===== src/sue_pkg.sv =====
`timescale 1ns / 1ps

package sue_pkg;

  // Default sizing of the result store.
  localparam int DEPTH_DEF      = 256;
  localparam int ELEM_WIDTH_DEF = 32;

  // Fixed port widths.
  localparam int CMD_W = 2;
  localparam int VAL_W = 32;
  localparam int STS_W = 2;
  localparam int POS_W = 8;
  localparam int CNT_W = 9;

  // Request commands. The unused code behaves as a second-list append.
  localparam logic [CMD_W-1:0] CMD_CLEAR  = 2'd0;
  localparam logic [CMD_W-1:0] CMD_FIRST  = 2'd1;
  localparam logic [CMD_W-1:0] CMD_SECOND = 2'd2;

  // Result status codes.
  localparam logic [STS_W-1:0] ST_APPENDED  = 2'd0;
  localparam logic [STS_W-1:0] ST_DUPLICATE = 2'd1;
  localparam logic [STS_W-1:0] ST_FULL      = 2'd2;
  localparam logic [STS_W-1:0] ST_CLEARED   = 2'd3;

  // Control part of the search token that walks down the cell chain.
  typedef struct packed {
    logic valid;
    logic found;
  } tok_t;

  // Sequencer states.
  typedef enum logic [1:0] {
    S_IDLE,
    S_SEARCH,
    S_DONE
  } state_t;

endpackage


===== src/sue_cell.sv =====
`timescale 1ns / 1ps

module sue_cell #(
  parameter int EW    = sue_pkg::ELEM_WIDTH_DEF,
  parameter int AW    = 8,
  parameter int CW    = 9,
  parameter int INDEX = 0
) (
  input  logic                clk,
  input  logic                rst,
  input  sue_pkg::tok_t       tok_in,
  input  logic [EW-1:0]       key_in,
  input  logic [AW-1:0]       pos_in,
  input  logic [CW-1:0]       stored_count,
  input  logic                wr_en,
  input  logic [AW-1:0]       wr_addr,
  input  logic [EW-1:0]       wr_data,
  output sue_pkg::tok_t       tok_out,
  output logic [EW-1:0]       key_out,
  output logic [AW-1:0]       pos_out
);

  logic [EW-1:0] entry;
  logic          match;

  // This cell owns one slot of the store.
  always_ff @(posedge clk) begin
    if (wr_en && (wr_addr == AW'(INDEX))) begin
      entry <= wr_data;
    end
  end

  // Only the first live entry that equals the key counts as the match.
  assign match = tok_in.valid && !tok_in.found && (CW'(INDEX) < stored_count) &&
                 (entry == key_in);

  // Token control advances one cell per cycle.
  always_ff @(posedge clk) begin
    if (rst) begin
      tok_out <= '0;
    end else begin
      tok_out.valid <= tok_in.valid;
      tok_out.found <= tok_in.found | match;
    end
  end

  // Key and match slot travel with the token.
  always_ff @(posedge clk) begin
    key_out <= key_in;
    pos_out <= match ? AW'(INDEX) : pos_in;
  end

endmodule


===== config.mk =====
export PLATFORM = sky130hd
export DESIGN_NAME = sue_cell
export DESIGN_NICKNAME = d
export VERILOG_FILES = /design/src/sue_pkg.sv /design/src/sue_cell.sv
export SDC_FILE = /design/constraint.sdc
export NUM_CORES = 1
export LEC_CHECK = 0
export ABC_AREA = 1
export BUFFER_PORTS_ARGS = -buffer_cell sky130_fd_sc_hd__buf_2
export CORE_UTILIZATION = 48
export DETAILED_ROUTE_END_ITERATION = 10
export GPL_TIMING_DRIVEN = 0
export PLACE_DENSITY = 0.89
export SYNTH_ARGS = -nofsm -noshare
export SYNTH_HDL_FRONTEND = slang
export SYNTH_SLANG_ARGS = --single-unit
export TNS_END_PERCENT = 50

===== constraint.sdc =====
create_clock -name clk -period 7.74 [get_ports clk]
set_clock_uncertainty 0.2 [all_clocks]
set_input_delay 1.161 -clock clk [delete_from_list [all_inputs] [get_ports clk]]
set_output_delay 1.161 -clock clk [all_outputs]
set_load 0.005 [all_outputs]

# [Word level (Yosys, flattened, before mapping)]
# Index checks and enable logic that the tools add are counted.
[word_totals] input_bits=94 reg_bits=74 wordCells=14 output_inout_bits=42
[op_classes] reduce_logical=6 magnitude_cmp=1 n_eq_ne=1 n_bitwise=1
[op_table] cell="32-bit == test" count=1
[op_table] cell="1-bit by 9-bit < comparator with 1-bit output, first input constant" count=1
[op_table] cell="8-bit logical NOT" count=1
[op_table] cell="1-bit logical AND" count=4
[op_table] cell="1-bit logical NOT" count=1
[op_table] cell="1-bit OR" count=1

# [Depth between registers and ports, before layout]
# Gate-level depths: netlist of the first run.
[depth] word_depth=5 depth_mapped=10 mapped_depth_nobuf=10

# [Least setup slack after synthesis of the first run]
# Ideal clock, no wire load.
[synth_path] path_kind="input to register" from="input wr_addr[3]" to="register entry[0], enable pin" path_slack_ns=2.285 path_buffers=0 setup_time_ns=0.505 required_ns=7.035 arrival_time_ns=4.750 cell_stages=2 path_cell_list="or4_1 nor4_1"
[synth_between] elab_chain_cells=2
[synth_rtl] element="start, declared" line="sue_cell.sv:16" text="input logic [AW-1:0] wr_addr,"
[synth_rtl] element="8-bit logical NOT" line="sue_cell.sv:28" text="if (wr_en && (wr_addr == AW'(INDEX))) begin"
[synth_rtl] element="1-bit logical AND" line="sue_cell.sv:28"
[synth_rtl] element="end signal, assigned" line="sue_cell.sv:29" text="entry <= wr_data;"
[synth_rtl] element="end, declared" line="sue_cell.sv:23" text="logic [EW-1:0] entry;"
# No other way between the ends.
# A chain may end at the register's enable or synchronous reset.

# [Final worst setup path of the first run]
[layout_path] from="input wr_addr[3]" to="register entry[16], enable pin"
# Same word-level chain as after synthesis.

==> impl_metrics.json, run 1 <==
{
  "status": "complete, no violations",
  "grt_max_degree": 13,
  "finalWeightedCongestion": 0.719,
  "syn-mean-instance-area_um2": 9.65,
  "r2r_cells": 8,
  "finalCriticalPeriod_ns": 3.24,
  "synth.top_cell.area_share_pct": 37.2,
  "drc": 0,
  "diodes": 0,
  "nNetsFinal": 511,
  "relSlewSlack_pct": 31.7,
  "slew_viol_final": 0,
  "wl_met2_mm": 2.71,
  "p_seq_share_pct": 56.2,
  "num_rows": 26,
  "power_density_nw_per_um2": 210,
  "cts_buffer_depth": 2,
  "ir_worst_vdd_uv": 122,
  "area_growth_pct": 37.9,
  "cts_buffers": 9,
  "core_um2": 5140,
  "grt_pass1_vias": 1837,
  "cts-htree-levels": 3,
  "rsz0062_at_grt": "no",
  "pre_cts_slack_ns": 4.12,
  "dp_hpwl_mm": 4.05,
  "cts_setup_buffers": 0,
  "internal_power_mw": 0.593,
  "synthCells": 268,
  "dieArea_um2": 5690,
  "fp.dieW_um": 75.4,
  "tns_ns": 0,
  "hp-start": "entry[4]",
  "cp.arrival_ns": 3.08,
  "swShare_pct": 20.8,
  "cts_root_buf": "clkbuf_8",
  "synth_seq_cells": 74,
  "required_ns": 7.58,
  "final_hold_viol_count": 0,
  "endpoint_kind": "flip-flop",
  "power_leakage_nw": 1.90,
  "clk_pin_slew_ns": 0.07,
  "tritoncts": "yes",
  "avgViaCountPerCell": 4.21,
  "worst_pin_slew_ns": 1.02,
  "dr.max_layer_used": "met4",
  "synthDistinctLibCells": 15,
  "clkPwrFrac_pct": 36.4,
  "wirelength_met1_mm": 2.00,
  "rrSetupSlack_ns": 6.11,
  "holdPathEnd": "pos_out[2]",
  "yosys_warnings": 0,
  "ys_seq_area_share_pct": 69.7,
  "yosys.area.top_type": "edfxtp_1",
  "antenna_left": 0,
  "worstSetupStartpointType": "input pin",
  "syn_area_um2": 2590,
  "setup_viol": 0,
  "top_level_ports": 136,
  "cp_max_fo": 10,
  "grt_overflow": 0,
  "ys_top_cells_by_area": "edfxtp_1 (37%), dfxtp_1 (33%), nand2_1 (11%), inv_1 (8.3%), nor2_1 (6.5%)",
  "hold_class": "flip-flop to flip-flop",
  "dr.pass1.iters": 4,
  "drv_cap": 0,
  "met3_length_um": 348,
  "fin_ws_ns": 4.50,
  "postLayoutCoreUtil_pct": 69.4,
  "period_share_pct": 41.8,
  "p_switching_mw": 0.156,
  "clk_latency_ns": 0.33,
  "dpl.cell_count": 476,
  "grt_use_total_pct": 18.1,
  "reg2reg_to": "pos_out[7]",
  "post_drt_wl_per_cell_um": 10.4,
  "fmax_mhz": 309,
  "power_frac_comb_pct": 7.4,
  "wirelength_mm": 5.14,
  "cts_sinks": 74,
  "cts_resized": 0,
  "drive_above_1_share_pct": 37.4,
  "antenna_found_initial": 0,
  "portBuffers": 135,
  "cts_hold_buf": 0,
  "final_cell_count_no_fill": 492,
  "dieHeight_um": 75.4,
  "num_vias": 2073,
  "start_util_pct": 50.3,
  "grt_pass1_wl_mm": 7.37,
  "timing.rr.start": "entry[28]",
  "final_cell_mix": "buf_2 (135), nand2_1 (73), inv_1 (57)",
  "crit_type": "input pin to flip-flop",
  "syn_nets": 362,
  "layout_commonest_cell": "buf_2",
  "min_path_cells": 6,
  "drtIter0Drc": 60
}
[registers in the layout, summed over array words and instances, names as in the netlist]
name,count
key_out,32
entry,32
tok_out,2
pos_out,8
[cell type report]
cell class                      count  area [um2]
Inverter                           57         214
Multi-Input combinational cell    137         577
Sequential cell                    74        1800
Clock buffer                       14         174
Clock inverter                      2        10.0
Fill cell                         425        1570
Timing Repair Buffer              138         702
Tap cell                           70        87.6
[cells by family after synthesis]
| group | count (synthesis) | synth area share (%) |
|---|---|---|
| flip-flops | 74 | 69.7 |
| AND/OR/NAND/NOR | 130 | 20.2 |
| AO/OA/AOI/OAI | 4 | 0.822 |
| buffers and inverters | 57 | 8.27 |
| XOR/XNOR | 3 | 1.02 |
[per-layer routing]
layer / global-route usage, % / vias to the layer above
met1: 18.7 / 885
met2: 33.5 / 81
met4: 9.26 / 0
met3: 4.76 / 10
met5: 0 / -
li1: - / 1097
[worst max-delay path by stage]
stage	start	end	slack, ns	cells past startpoint
5_1_grt	wr_addr[3]	entry[16]	4.35	5
3_3_place_gp	wr_addr[3]	entry[7]	0.85	3
3_5_place_dp	wr_addr[3]	entry[10]	4.12	5
6_report	wr_addr[3]	entry[16]	4.50	5
2_1_floorplan	wr_addr[3]	entry[0]	2.28	2
4_1_cts	wr_addr[3]	entry[9]	4.47	5
[worst max-delay path, cell delays in order]
cell and delay, ns:
buf_2 0.09, or4_1 0.55, nor4_2 0.78, buf_4 0.33
buf_6 0.16
[cell usage after synthesis]
| cell type | number |
|---|---|
| dfxtp_1 | 42 |
| edfxtp_1 | 32 |
| inv_1 | 57 |
| nand2_1 | 73 |
| nand3_1 | 3 |
| nand3_2 | 1 |
| nor2_1 | 45 |
| nor2_2 | 4 |
| nor2_4 | 1 |
| nor3_1 | 1 |
| nor4_1 | 1 |
| o21ai_0 | 3 |
| o22ai_1 | 1 |
| or4_1 | 1 |
| xnor2_1 | 3 |
[stage by stage]
stage               hold slack [ns]  instance area, um2  total power [mW]
floorplan                     0.506                2590             0.446
global placement              0.555                3350             0.483
detailed placement            0.571                3380             0.486
CTS                           0.581                3570             0.756
global route                  0.638                3570             0.777
finish                        0.561                3570             0.749
[power by group through the flow]
stage | registers [mW] | clock network (mW) | logic, mW
4_1_cts | 0.421 | 0.278 | 0.0561
6_report | 0.421 | 0.273 | 0.0555
3_3_place_gp | 0.429 | 0 | 0.0533
3_5_place_dp | 0.430 | 0 | 0.0558
5_1_grt | 0.422 | 0.291 | 0.0633
2_1_floorplan | 0.432 | 0 | 0.0140
No activity file was read; power rests on OpenSTA's default activity.
==> inputs of run 2 (changes only) <==
--- a/config.mk
+++ b/config.mk
@@ -7,10 +7,10 @@
 export LEC_CHECK = 0
 export ABC_AREA = 1
 export BUFFER_PORTS_ARGS = -buffer_cell sky130_fd_sc_hd__buf_2
-export CORE_UTILIZATION = 48
+export CORE_UTILIZATION = 44
 export DETAILED_ROUTE_END_ITERATION = 10
 export GPL_TIMING_DRIVEN = 0
-export PLACE_DENSITY = 0.89
+export PLACE_DENSITY = 0.83
 export SYNTH_ARGS = -nofsm -noshare
 export SYNTH_HDL_FRONTEND = slang
 export SYNTH_SLANG_ARGS = --single-unit
==> constraint.sdc (replaced) <==
create_clock -name clk -period 3 [get_ports clk]
set_clock_uncertainty 0.2 [all_clocks]
set_input_delay 0.45 -clock clk [delete_from_list [all_inputs] [get_ports clk]]
set_output_delay 0.45 -clock clk [all_outputs]
set_load 0.005 [all_outputs]
==> run 2 against run 1 <==
Die area is 8.8% higher. Clock power rose to 3.1 times the previous value. Routed wire length grew 3.9%. Design area grew 1.5%. Power rose to 2.8 times the previous value. Setup slack worse by 3.9 ns. Via count decreased by 0.14%. Register-to-register slack lost 4.7 ns. Sequential share of layout area fell by 0.77 points. Sequential cell count is the same. Critical path type unchanged. Largest power group unchanged.
==> impl_metrics.json, run 2 (synthesis gave the netlist of run 1 again) <==
{
  "cp_slowest_cell": "nor4_4",
  "grt_pass1_wl_mm": 8.18,
  "reg.largest.list": "entry: 32 flops, key_out: 32 flops, pos_out: 8 flops",
  "hp-start": "key_in[18]",
  "hold_class": "input pin to flip-flop",
  "cts_hold_buf": 0,
  "worstSetupStartpointType": "input pin",
  "power.total_mw": 2.09,
  "fin_area_um2": 3620,
  "dieHeight_um": 78.7,
  "antenna_left": 0,
  "layout_commonest_cell": "buf_2",
  "reg2reg_to": "pos_out[5]",
  "min_path_cells": 1,
  "drtIter0Drc": 40,
  "final_cell_mix": "buf_2 (135), nand2_1 (73), inv_1 (57)",
  "grt_max_degree": 14,
  "r2r_cells": 8,
  "use_met1_pct": 19.7,
  "dieArea_um2": 6190,
  "final_hold_viol_count": 0,
  "clk_pin_slew_ns": 0.08,
  "antenna_found_initial": 0,
  "drv_cap": 0,
  "finalCriticalPeriod_ns": 2.35,
  "cts_root_buf": "clkbuf_8",
  "area_growth_pct": 40.0,
  "power_density_nw_per_um2": 576,
  "cts_buffer_depth": 2,
  "num_vias": 2070,
  "rrSetupSlack_ns": 1.38,
  "avgViaCountPerCell": 4.20,
  "grtUsageMet2_pct": 31.5,
  "cp_max_fo": 13,
  "critical_path.cell_chain": "buf_2, or4_1, nor4_4, buf_6, buf_8",
  "crit_type": "input pin to flip-flop",
  "grt_overflow": 0,
  "cp.arrival_ns": 2.19,
  "relSlewSlack_pct": 44.8,
  "core_um2": 5570,
  "cts-htree-levels": 3,
  "top_level_ports": 136,
  "num_rows": 27,
  "grt_use_total_pct": 17.7,
  "cts_setup_buffers": 0,
  "holdPathEnd": "key_out[18]",
  "cts_sinks": 74,
  "power_leakage_nw": 1.91,
  "postLayoutCoreUtil_pct": 65.0,
  "endpoint_kind": "flip-flop",
  "dr.pass1.iters": 4,
  "cts_buffers": 9,
  "post_drt_wl_per_cell_um": 10.8,
  "grt_pass1_vias": 1967,
  "tns_ns": 0,
  "setup_viol": 0,
  "finalWeightedCongestion": 0.687,
  "worst_pin_slew_ns": 0.821,
  "start_util_pct": 46.4,
  "wirelength_mm": 5.34,
  "drive_above_1_share_pct": 37.8,
  "portBuffers": 135,
  "fmax_mhz": 425,
  "grt.met3_usage_pct": 4.65,
  "nNetsFinal": 510,
  "dp_hpwl_mm": 4.17,
  "timing.rr.start": "entry[19]",
  "rsz0062_at_grt": "no",
  "slew_viol_final": 0,
  "required_ns": 2.84,
  "diodes": 0,
  "tritoncts": "yes",
  "place_area_um2": 3390,
  "busiest_layer": "met2",
  "status": "complete, no violations",
  "clk_latency_ns": 0.33,
  "drc": 0,
  "cts_resized": 0,
  "period_share_pct": 78.5,
  "critPathMaxStageDelay_ns": 0.64,
  "fp.dieW_um": 78.7,
  "ir_worst_vdd_uv": 426
}
-- run 2: worst max path at each step --
stage / startpoint / end / slack, ns / cells past startpoint
after floorplan: wr_addr[3] / entry[0] / 0.31 / 2
after global placement: wr_addr[3] / entry[9] / -0.25 / 3
after detailed placement: wr_addr[3] / entry[9] / 0.28 / 5
after CTS: wr_addr[3] / entry[9] / 0.63 / 5
after global routing: wr_addr[3] / entry[10] / 0.53 / 5
final: wr_addr[3] / entry[7] / 0.65 / 5
-- run 2: final cells by class --
cell class	instances	area [um2]
Fill cell	455	1950
Sequential cell	74	1800
Timing Repair Buffer	137	702
Multi-Input combinational cell	137	586
Inverter	57	214
Clock buffer	11	151
Tap cell	72	90.1
Clock inverter	5	76.3
-- run 2: report_power, final --
part	internal, mW	switching (mW)
sequential	1.08	0.00655
clock	0.510	0.346
combinational	0.0794	0.0652
total	1.67	0.418
-- run 2: layer usage --
metal / vias up / share of wire [%]
met1: 888 / 41
li1: 1094 / -
met3: 8 / 6.7
met4: 0 / 1.5
met2: 80 / 51
met5: - / 0
-- run 2: per-stage QoR --
stage	setup slack [ns]	instances	hold slack, ns
finish	0.646	493	0.0405
global route	0.535	493	0.0212
CTS	0.629	493	0.0230
detailed placement	0.275	477	0.371
global placement	-0.248	475	0.370
floorplan	0.310	268	0.278
-- run 2: worst max-delay path: cells and delay by family --
| kind | cells | cell delay, ns |
|---|---|---|
| buffers and inverters | 3 | 0.52 |
| AND/OR/NAND/NOR | 2 | 1.21 |
==> inputs of run 3 (changes only) <==
--- a/config.mk
+++ b/config.mk
@@ -5,12 +5,12 @@
 export SDC_FILE = /design/constraint.sdc
 export NUM_CORES = 1
 export LEC_CHECK = 0
-export ABC_AREA = 1
+export ABC_AREA = 0
 export BUFFER_PORTS_ARGS = -buffer_cell sky130_fd_sc_hd__buf_2
-export CORE_UTILIZATION = 44
+export CORE_UTILIZATION = 43
 export DETAILED_ROUTE_END_ITERATION = 10
 export GPL_TIMING_DRIVEN = 0
-export PLACE_DENSITY = 0.83
+export PLACE_DENSITY = 0.84
 export SYNTH_ARGS = -nofsm -noshare
 export SYNTH_HDL_FRONTEND = slang
 export SYNTH_SLANG_ARGS = --single-unit
==> constraint.sdc (replaced) <==
create_clock -name clk -period 2.3 [get_ports clk]
set_clock_uncertainty 0.2 [all_clocks]
set_input_delay 0.345 -clock clk [delete_from_list [all_inputs] [get_ports clk]]
set_output_delay 0.345 -clock clk [all_outputs]
set_load 0.005 [all_outputs]
==> run 3 against run 2 <==
Area after synthesis fell by 8.2%. Non-clock buffer count rose by 65. Design area rose by 11%. Final cell count fell by 13%. Sequential share of layout area fell by 4.9 points. Largest cell class unchanged. Setup slack got worse by 0.56 ns. First-iteration DRC count rose by 68%. Power rose by 23%. Critical path depth rose by 1.
==> impl_metrics.json, run 3 <==
{
  "pre_cts_slack_ns": 0.113,
  "yosys_warnings": 0,
  "final_hold_viol_count": 0,
  "nNetsFinal": 450,
  "ys_seq_area_share_pct": 75.9,
  "clk_latency_ns": 0.33,
  "num_vias": 1933,
  "fp.dieW_um": 76.3,
  "async_reset_ff_share_pct": 0,
  "synth_edf_count": 32,
  "core_um2": 5200,
  "critPathMaxStageDelay_ns": 0.58,
  "holdPathEnd": "pos_out[6]",
  "antenna_found_initial": 0,
  "tns_ns": 0,
  "dieHeight_um": 76.3,
  "top_level_ports": 136,
  "dp_hpwl_mm": 3.61,
  "min_path_cells": 3,
  "cp_slowest_cell": "nor4_4",
  "final_cell_mix": "buf_2 (135), dlygate4sd3_1 (65), dfxtp_1 (42)",
  "ir_worst_vdd_uv": 442,
  "reg2reg_to": "pos_out[5]",
  "endpoint_kind": "flip-flop",
  "cts-htree-levels": 3,
  "synth_most_common_cell": "dfxtp_1",
  "grt_pass1_vias": 2197,
  "cts_root_buf": "clkbuf_8",
  "crit_type": "input pin to flip-flop",
  "hold_class": "input pin to flip-flop",
  "synth_ff_type": "dfxtp_1",
  "grt_pass1_wl_mm": 10.1,
  "drv_cap": 0,
  "antenna_left": 0,
  "dr.pass1.iters": 5,
  "rsz0062_at_grt": "no",
  "synthCells": 143,
  "r2r_cells": 4,
  "cp_max_fo": 9,
  "power.total_mw": 2.57,
  "finalWeightedCongestion": 0.686,
  "fmax_mhz": 452,
  "start_util_pct": 45.6,
  "drtIter0Drc": 67,
  "critPathBufInv": 2,
  "hp-start": "pos_in[6]",
  "grt_overflow": 0,
  "fin_ws_ns": 0.0896,
  "post_drt_wl_per_cell_um": 15.1,
  "grt_use_total_pct": 23.6,
  "syn-mean-instance-area_um2": 16.6,
  "period_share_pct": 96.1,
  "drc": 0,
  "portBuffers": 135,
  "clk_pin_slew_ns": 0.07,
  "cts_buffers": 9,
  "timing.rr.start": "entry[5]",
  "cts_buffer_depth": 2,
  "yosys.area.top_type": "edfxtp_1",
  "num_rows": 26,
  "dieArea_um2": 5820,
  "tritoncts": "yes",
  "postLayoutCoreUtil_pct": 77.1,
  "worst_pin_slew_ns": 0.713,
  "relSlewSlack_pct": 52.1,
  "setup_viol": 0,
  "synth.top_cell.area_share_pct": 40.5,
  "ys_top_cells_by_area": "edfxtp_1 (40%), dfxtp_1 (35%), xnor2_1 (11%), a31oi_1 (2.1%), nand4_1 (1.8%)",
  "synth_seq_cells": 74,
  "cts_sinks": 74,
  "grt_max_degree": 14,
  "cp_top_family": "simple AND/OR/NAND/NOR gates",
  "power_density_nw_per_um2": 640,
  "layout_commonest_cell": "buf_2",
  "slew_viol_final": 0,
  "drive_above_1_share_pct": 43.2,
  "syn_nets": 237,
  "final_cell_count_no_fill": 431,
  "syn_area_um2": 2370,
  "yosys-top-cells-count": "dfxtp_1 (42), edfxtp_1 (32), xnor2_1 (31)",
  "diodes": 0,
  "power_leakage_nw": 1.73,
  "rrSetupSlack_ns": 0.40,
  "status": "complete, no violations",
  "wirelength_mm": 6.51,
  "cp.arrival_ns": 2.17,
  "synthDistinctLibCells": 17,
  "required_ns": 2.26,
  "reg.largest.list": "entry: 32 flops, key_out: 32 flops, pos_out: 8 flops",
  "worstSetupStartpointType": "input pin",
  "area_growth_pct": 69.1,
  "avgViaCountPerCell": 4.48,
  "finalCriticalPeriod_ns": 2.21,
  "dpl.cell_count": 350,
  "critical_path.cell_chain": "dlygate4sd3_1, buf_2, xnor2_1, nand4_1, nor4_4, a31oi_1"
}
==> run 3: worst max-delay path by stage <==
stage          startpoint          to  slack [ns]  cells past startpoint
6_report        key_in[5]  pos_out[5]        0.09                      6
5_1_grt         key_in[5]  pos_out[3]        0.05                      6
4_1_cts         key_in[5]  pos_out[5]        0.15                      6
3_5_place_dp   wr_addr[2]   entry[29]        0.11                      5
3_3_place_gp   wr_addr[2]   entry[11]       -0.63                      4
2_1_floorplan  wr_addr[2]    entry[0]       -0.09                      3
==> run 3: per-stage QoR <==
stage	instance area, um2	hold WS, ns
floorplan	2400	0.173
global placement	3170	0.272
global route	4010	0.0104
detailed placement	3190	0.275
CTS	4010	0.00840
finish	4010	0.0290
==> run 3: cell type report <==
class / count / area, um2
inverter: 9 / 33.8
timing repair buffer: 202 / 1350
fill: 343 / 1190
multi-input combinational: 60 / 568
clock buffer: 16 / 170
sequential: 74 / 1800
tap: 70 / 87.6
==> run 3: power by group <==
group          leakage, nW  switching [mW]  total [mW]  internal, mW
Sequential           0.642         0.00921        1.42          1.41
Combinational         1.00           0.103       0.285         0.182
Clock               0.0850           0.413       0.867         0.454
Total                 1.73           0.525        2.57          2.04
==> run 3: timing repair <==
item	4_1_cts	5_1_grt
hold endpoints to repair	65	0
hold buffers	65	0
setup buffers	0	0
gates resized for setup	0	0
==> run 3: cell families after synthesis <==
group                     after synthesis  share of synthesized area (%)
buffers and inverters                   9                           1.42
AOI/OAI and AO/OA                      10                           3.69
and+or+nand+nor                        18                           7.17
DFF                                    74                           75.9
xor gates and xnor gates               32                           11.8
==> run 3: worst min-delay path, stage by stage <==
cell and delay [ns]:
buf_2 0.10, inv_1 0.04, a31oi_1 0.03
==> run 3: per-layer routing <==
| metal | track usage (%) | vias up | part of all wire (%) |
|---|---|---|---|
| met1 | 20.8 | 883 | 33 |
| li1 | - | 932 | - |
| met4 | 10.6 | 0 | 1.5 |
| met3 | 5.27 | 12 | 6.1 |
| met2 | 49.1 | 106 | 60 |
| met5 | 0 | - | 0 |
